[config.mk]
export PLATFORM = sky130hd
export DESIGN_NAME = ascii_sample_line_parser_core
export DESIGN_NICKNAME = d
export VERILOG_FILES = /design/src/rtl/aslp_pkg.sv /design/src/rtl/ascii_sample_line_parser_core.sv
export SDC_FILE = /design/constraint.sdc
export NUM_CORES = 1
export LEC_CHECK = 0
export BUFFER_PORTS_ARGS = -buffer_cell sky130_fd_sc_hd__buf_4
export CAP_MARGIN = 15
export CORE_MARGIN = 1.5
export CORE_UTILIZATION = 50
export DETAILED_ROUTE_END_ITERATION = 16
export GPL_ROUTABILITY_DRIVEN = 0
export PLACE_DENSITY = 0.79
export SLEW_MARGIN = 40
export SYNTH_ARGS = -nofsm -noshare
export SYNTH_HDL_FRONTEND = slang
export SYNTH_SLANG_ARGS = --single-unit
[constraint.sdc]
create_clock -name clk -period 32.1 [get_ports clk]
set_clock_uncertainty 0.1 [all_clocks]
set_input_delay 3.21 -clock clk [delete_from_list [all_inputs] [get_ports clk]]
set_output_delay 3.21 -clock clk [all_outputs]
set_load 0.005 [all_outputs]
[src/rtl/aslp_pkg.sv]
package aslp_pkg;

    localparam int NUM_FIELDS  = 9;
    localparam int OUT_BITS    = 32;
    localparam int FIELD_IDX_W = 4;

    typedef logic [FIELD_IDX_W-1:0] field_idx_t;
    typedef logic [7:0]             char_t;

    // Field slots
    localparam field_idx_t FIELD_SEQ   = 4'd0;
    localparam field_idx_t FIELD_CHAN0 = 4'd1;
    localparam field_idx_t FIELD_STAMP = 4'd7;
    localparam field_idx_t FIELD_DELTA = 4'd8;

    // Characters of the line format
    localparam char_t CHAR_EQ    = 8'h3D;  // '='
    localparam char_t CHAR_H     = 8'h68;  // 'h'
    localparam char_t CHAR_NL    = 8'h0A;  // newline
    localparam char_t CHAR_ZERO  = 8'h30;  // '0'
    localparam char_t CHAR_FIVE  = 8'h35;  // '5'
    localparam char_t CHAR_NINE  = 8'h39;  // '9'
    localparam char_t CHAR_O     = 8'h6F;  // 'o'
    localparam char_t CHAR_M     = 8'h6D;  // 'm'
    localparam char_t CHAR_X     = 8'h78;  // 'x'
    localparam char_t CHAR_S     = 8'h73;  // 's'
    localparam char_t CHAR_A     = 8'h61;  // 'a'

    // Map the key byte in front of '=' onto a field; unknown keys keep the current one.
    function automatic field_idx_t pick_field(input char_t sel, input field_idx_t keep);
        field_idx_t res;
        res = keep;
        if (sel == CHAR_O || sel == CHAR_M || sel == CHAR_X)
        begin
            res = FIELD_SEQ;
        end
        else if (sel >= CHAR_ZERO && sel <= CHAR_FIVE)
        begin
            res = FIELD_CHAN0 + field_idx_t'(sel[2:0]);
        end
        else if (sel == CHAR_S)
        begin
            res = FIELD_STAMP;
        end
        else if (sel == CHAR_A)
        begin
            res = FIELD_DELTA;
        end
        return res;
    endfunction

endpackage

[src/rtl/ascii_sample_line_parser_core.sv]
// ASCII sample line parser. Takes one text byte per request from a stream of
// key=value lines and keeps nine numeric fields: sequence number, six channel
// values, timestamp and delta. On '=' the byte before it selects the field,
// which is cleared; decimal digits are folded in as value*10+digit (a digit
// right after 'h' is skipped); values wrap modulo 2^VALUE_BITS. Each newline
// delivers one result request carrying the low 32 bits of all nine fields;
// the fields keep their values. Throughput is one byte per clock, sustained,
// as long as results are taken; a newline meeting a stalled result holds the
// input side until the result leaves. A byte is registered on acceptance and
// processed from that register; a newline there sets the registered out_valid
// and snapshots the fields, waiting while a stalled result is still held.
// The per-byte limit is the read-modify-write of the active field (select,
// shift-add by ten, write back).
module ascii_sample_line_parser_core
    import aslp_pkg::*;
#(
    parameter int VALUE_BITS = 32
)
(
    input  logic                clk,
    input  logic                rst_n,

    input  logic                in_valid,
    output logic                in_ready,
    input  logic [7:0]          in_byte,

    output logic                out_valid,
    input  logic                out_ready,
    output logic [OUT_BITS-1:0] seq_number,
    output logic [OUT_BITS-1:0] chan_a,
    output logic [OUT_BITS-1:0] chan_b,
    output logic [OUT_BITS-1:0] chan_c,
    output logic [OUT_BITS-1:0] chan_d,
    output logic [OUT_BITS-1:0] chan_e,
    output logic [OUT_BITS-1:0] chan_f,
    output logic [OUT_BITS-1:0] time_stamp,
    output logic [OUT_BITS-1:0] time_delta
);

    typedef logic [VALUE_BITS-1:0] value_t;

    // Input register
    logic       in_valid_reg;
    char_t      in_byte_reg;

    // Parser state
    char_t      last_byte_reg, last_byte_next;
    field_idx_t active_reg, active_next;
    value_t     field_reg  [NUM_FIELDS];
    value_t     field_next [NUM_FIELDS];

    // Result register
    logic          out_valid_reg, out_valid_next;
    logic [OUT_BITS-1:0] out_data_reg [NUM_FIELDS];

    // Decode of the byte under work
    logic       is_eq, is_digit, is_nl;
    logic       proc_ok, proc;
    field_idx_t cur_f, sel_f;
    value_t     cur_val, acc_val;

    assign is_eq    = (in_byte_reg == CHAR_EQ);
    assign is_digit = (in_byte_reg >= CHAR_ZERO) && (in_byte_reg <= CHAR_NINE);
    assign is_nl    = (in_byte_reg == CHAR_NL);

    // Only a newline needs the result register; everything else goes straight through.
    assign proc_ok  = !is_nl || !out_valid_reg || out_ready;
    assign proc     = in_valid_reg && proc_ok;
    assign in_ready = !in_valid_reg || proc_ok;

    // Guard against an out-of-range field index
    assign cur_f   = (active_reg < field_idx_t'(NUM_FIELDS)) ? active_reg : FIELD_SEQ;
    assign sel_f   = is_eq ? pick_field(last_byte_reg, cur_f) : cur_f;
    assign cur_val = field_reg[cur_f];
    // value*10 + digit as two shifted adds; wraps at VALUE_BITS
    assign acc_val = (cur_val << 3) + (cur_val << 1) + value_t'(in_byte_reg[3:0]);

    always_comb
    begin
        last_byte_next = last_byte_reg;
        active_next    = active_reg;
        out_valid_next = out_valid_reg && !out_ready;
        for (int i = 0; i < NUM_FIELDS; i++)
        begin
            field_next[i] = field_reg[i];
        end

        if (proc)
        begin
            last_byte_next = in_byte_reg;
            active_next    = sel_f;
            if (is_eq)
            begin
                field_next[sel_f] = '0;
            end
            else if (is_digit && last_byte_reg != CHAR_H)
            begin
                field_next[cur_f] = acc_val;
            end
            else if (is_nl)
            begin
                out_valid_next = 1'b1;
            end
        end
    end

    always_ff @(posedge clk or negedge rst_n)
    begin
        if (!rst_n)
        begin
            in_valid_reg  <= 1'b0;
            last_byte_reg <= '0;
            active_reg    <= FIELD_SEQ;
            out_valid_reg <= 1'b0;
            for (int i = 0; i < NUM_FIELDS; i++)
            begin
                field_reg[i] <= '0;
            end
        end
        else
        begin
            if (in_ready)
            begin
                in_valid_reg <= in_valid;
            end
            last_byte_reg <= last_byte_next;
            active_reg    <= active_next;
            out_valid_reg <= out_valid_next;
            for (int i = 0; i < NUM_FIELDS; i++)
            begin
                field_reg[i] <= field_next[i];
            end
        end
    end

    // Payload registers: capture the byte on accept, snapshot fields on newline.
    always_ff @(posedge clk)
    begin
        if (in_valid && in_ready)
        begin
            in_byte_reg <= in_byte;
        end
        if (proc && is_nl)
        begin
            for (int i = 0; i < NUM_FIELDS; i++)
            begin
                out_data_reg[i] <= OUT_BITS'(field_reg[i]);
            end
        end
    end

    assign out_valid  = out_valid_reg;
    assign seq_number = out_data_reg[0];
    assign chan_a     = out_data_reg[1];
    assign chan_b     = out_data_reg[2];
    assign chan_c     = out_data_reg[3];
    assign chan_d     = out_data_reg[4];
    assign chan_e     = out_data_reg[5];
    assign chan_f     = out_data_reg[6];
    assign time_stamp = out_data_reg[7];
    assign time_delta = out_data_reg[8];

endmodule

* After elaboration in Yosys (flattened, before gate mapping)
Memory sizes are Yosys's and may differ from the RTL's.
Cells that the tools add are included.
** Word-level totals
- Bits in registers :: 310
- Bits in latches :: 0
- Bits in writable memories :: 288
- Bits in read-only memories :: 0
- Input bits :: 12
- Output and inout bits :: 290
- Word-level logic and storage cells :: 81
- Memories :: 1
** Operators by class
- $add $sub $neg :: 3
- Multipliers :: 0
- Divide/modulo/power cells :: 0
- $lt $le $gt $ge :: 9
- Equality and inequality tests :: 8
- Shift operators :: 0
- Mux-type cells :: 22
- Bitwise operators :: 4
- Reductions and logical operators :: 20
** Memory list
- out_data_reg :: words 9, bits a word 32, read ports 9, clocked after memory_dff 0, write ports 9, line ascii_sample_line_parser_core.sv:54 : logic [OUT_BITS-1:0] out_data_reg [NUM_FIELDS];
** Operators by type and width (number)
- 2-to-1 mux 288 bit :: 2
- bitwise AND 288 bit :: 1
- bitwise mux 288 bit :: 1
- inverter 288 bit :: 1
- demux 32 bit (select 4 bit) :: 2
- binary-select mux 32 bit (select 4 bit) :: 1
- 2-to-1 mux 32 bit :: 2
- 2-to-1 mux 31 bit :: 2
- == test 8 x 7 -> 1 bit (second input constant) :: 5
- adder 32 bit :: 1
- adder 32 x 4 -> 32 bit :: 1
- 2-to-1 mux 4 bit :: 6
- greater-or-equal comparator 8 x 6 -> 1 bit (second input constant) :: 2
- less-or-equal comparator 8 x 6 -> 1 bit (second input constant) :: 2
- greater-or-equal comparator 5 bit (second input constant) :: 2
- less-than comparator 5 x 1 -> 1 bit (second input constant) :: 2
- inverter 4 -> 5 bit :: 2
- logical AND 1 bit :: 9
- == test 8 x 4 -> 1 bit (second input constant) :: 1
- == test 8 x 6 -> 1 bit (second input constant) :: 1
- != test 8 x 7 -> 1 bit (second input constant) :: 1
- 2-to-1 mux 1 bit :: 6
- logical OR 1 bit :: 5
- adder 1 x 3 -> 4 bit (first input constant) :: 1
- other kinds (4) :: 7

* Longest topological paths before layout
- Depth after elaboration :: 15
- Mapped depth :: 20
- Depth with buffers taken out :: 17

* Worst setup path after synthesis
No wires, ideal clock.
- Path kind :: input port to flip-flop
- Start :: input out_ready
- End :: memory out_data_reg[0][0], enable pin
- Setup time :: 0.944 ns
- Arrival time :: 15.732 ns
- Data required time :: 31.056 ns
- Setup slack :: 15.324 ns
- Stages on the path :: 5
- Buffers on the path :: 2
- Cell sequence :: inv_1 a41o_1 buf_2 clkbuf_1 nor2_1
** RTL lines
- start: declaration :: line ascii_sample_line_parser_core.sv:28 : input logic out_ready,
- end: declaration :: line ascii_sample_line_parser_core.sv:54

* Worst setup path after layout
- Start :: input out_ready
- End :: output in_ready
** On the way
- Longest elaborated chain between the ends :: 2
** Ends and longest elaborated chain
- logical OR 1 bit :: line ascii_sample_line_parser_core.sv:67 : assign proc_ok = !is_nl || !out_valid_reg || out_ready;
- logical OR 1 bit :: line ascii_sample_line_parser_core.sv:69 : assign in_ready = !in_valid_reg || proc_ok;
- end: declaration :: line ascii_sample_line_parser_core.sv:24 : output logic in_ready,
Every way passes these cells.

==> flow_metrics.env <==
export IMPL_rsz0062_at_grt="no"
export IMPL_ir_drop_uv=41.52
export IMPL_cts_root_buf="clkbuf_16"
export IMPL_cts_tree="done"
export IMPL_path_max_fanout=3
export IMPL_final_core_utilization_pct=61.72
export IMPL_hold_ws_ns=0.3598
export IMPL_yosysMostFrequentCell="dfrtp_1"
export IMPL_synth_top_cells_by_count="dfrtp_1 (302), edfxtp_1 (296), a22o_1 (225)"
export IMPL_netlist_area_um2=24290
export IMPL_cp_start_kind="input pin"
export IMPL_overflow=0
export IMPL_period_minus_slack_ns=7.285
export IMPL_synth_cell_types=75
export IMPL_syn_num_nets=1795
export IMPL_syn_inst=1720
export IMPL_worstSkewPairLatency_ns=0.62
export IMPL_syn_area_per_cell_um2=14.12
export IMPL_post_synth_top_area_fraction_pct=36.59
export IMPL_h_tree_depth=2
export IMPL_max_slew_margin_pct=41.70
export IMPL_numCtsBuffers=58
export IMPL_cts_hold_buffers=0
export IMPL_die_h_um=223.4
export IMPL_fin_nets=2105
export IMPL_worstSetupPathType="in2out"
export IMPL_cp_end_kind="output port"
export IMPL_drtPass1Iterations=7
export IMPL_port_buffers=301
export IMPL_hold_violations=0
export IMPL_fmax_mhz=137.3
export IMPL_diodes=0
export IMPL_cap_violations=0
export IMPL_report_final_slew_viol_count=0
export IMPL_coreArea_um2=47850
export IMPL_grt_use_total_pct=28.31
export IMPL_fin_tns_setup_ns=0
export IMPL_finalInstanceArea_um2=29530
export IMPL_grt_max_degree=103
export IMPL_place_area_um2=27340
export IMPL_post_cts_buffers=0
export IMPL_fp_dieW_um=223.4
export IMPL_drive_above_1_share_pct=24.66
export IMPL_boundaryPins=302
export IMPL_cp_data_required_time_ns=28.79
export IMPL_drc=0
export IMPL_start_util_pct=50.77
export IMPL_drtIter0Drc=1839
export IMPL_vias_per_cell=6.427
export IMPL_antenna_found_initial=0
export IMPL_async_flop_share_pct=50.50
export IMPL_num_rows=80
export IMPL_instances_no_fill=2695
export IMPL_routed_wl_um=71420
export IMPL_clockBufferDepth=3
export IMPL_hold_class="reg2reg"
export IMPL_fin_crit_sh_pct=22.69
export IMPL_routedWlPerCell_um=26.50
export IMPL_post_place_ws_ns=24.82
export IMPL_arrival_ns=3.97
export IMPL_num_vias=17320
export IMPL_ys_seq_elements=598
export IMPL_grt_pass1_vias=17150
export IMPL_cts_resized=0
export IMPL_grt_pass1_wl_um=106100
export IMPL_power_leakage_nw=12.99
export IMPL_dieArea_um2=49920
export IMPL_power_density_nw_per_um2=74.75
export IMPL_hpwl_um=47120
export IMPL_clkTransAtPathRegs_ns=0.06
export IMPL_outcome="completed"
export IMPL_power_mw=2.208
export IMPL_seq_area_frac_synth_pct=67.70
export IMPL_cts_sink_count=598
export IMPL_worst_pin_slew_ns=0.8682
export IMPL_setup_slack_ns=24.82
export IMPL_ys_top_cells_by_area="edfxtp_1 (37%), dfrtp_1 (31%), a22o_1 (8.1%)"
export IMPL_dp_cells=2582
export IMPL_synth_edf_count=296
export IMPL_final_setup_viol_count=0
export IMPL_syn2layout_area_growth_pct=21.57
export IMPL_yosysTopAreaCell="edfxtp_1"
export IMPL_antenna_left=0
export IMPL_ys_warn_count=0
export IMPL_synth_ff_type="dfrtp_1"
[report_power, final]
part           switching (mW)  internal, mW
Sequential             0.0508         0.852
Combinational           0.401         0.186
Clock                   0.296         0.421
[final timing paths]
| kind | startpoint | to | slack [ns] | cells past startpoint |
|---|---|---|---|---|
| setup / recovery | out_ready | in_ready | 24.82 | 5 |
| hold / removal | field_reg[191] | out_data_reg[0][127] | 0.36 | 0 |
| setup reg to reg | active_reg[0] | field_reg[23] | 25.36 | 15 |
| hold reg to reg | field_reg[191] | out_data_reg[0][127] | 0.36 | 0 |
| max in group asynchronous | rst_n | field_reg[51] | 27.88 | 3 |
| min in group asynchronous | rst_n | out_valid | 2.34 | 1 |
[layout make-up]
type,count,area [um2]
well taps,615,769.5
flip-flops and latches,598,16450
inverters,31,116.4
clock buffers,74,1615
fillers,3532,18320
clock inverters,36,406.6
multi-input cells,994,7490
repair buffers,347,2683
[cell families (layout without fill, tap and decap cells)]
family	after synthesis	in the layout	share of synthesized area [%]
simple gates	275	275	5.527
compound gates	564	564	17.03
xor+xnor	28	28	1.040
mux	64	64	3.188
buf+inv	128	488	2.210
fa+ha+maj	63	63	3.307
flops	598	598	67.70
[worst max-delay path, cell delays in order]
cell and delay, ns:
buf_4 0.11, inv_1 0.06, nand2_1 0.06, or3_1 0.38
buf_4 0.15
[metal layers]
layer  track usage [%]  part of all wire (%)
met1             39.29                    40
met2             44.03                    46
met3             6.717                    11
met4             9.830                   3.2
met5                 0                     0
[layout by cell type (no fill, tap or decap), types with 9 or more instances in the layout]
master	count
clkinv_2	14
clkbuf_1	9
a22o_1	225
nand2_1	120
buf_4	337
a21oi_1	59
a21o_1	12
a2bb2oi_1	18
a31oi_1	11
nand3_1	12
o21ai_0	133
inv_1	31
dfrtp_1	300
nor3_1	10
clkbuf_16	61
nor2_1	58
nand2b_1	9
mux4_2	10
ha_1	61
mux2i_1	47
edfxtp_1	296
a221oi_1	19
a211oi_1	25
(Power assumes the default switching activity.)
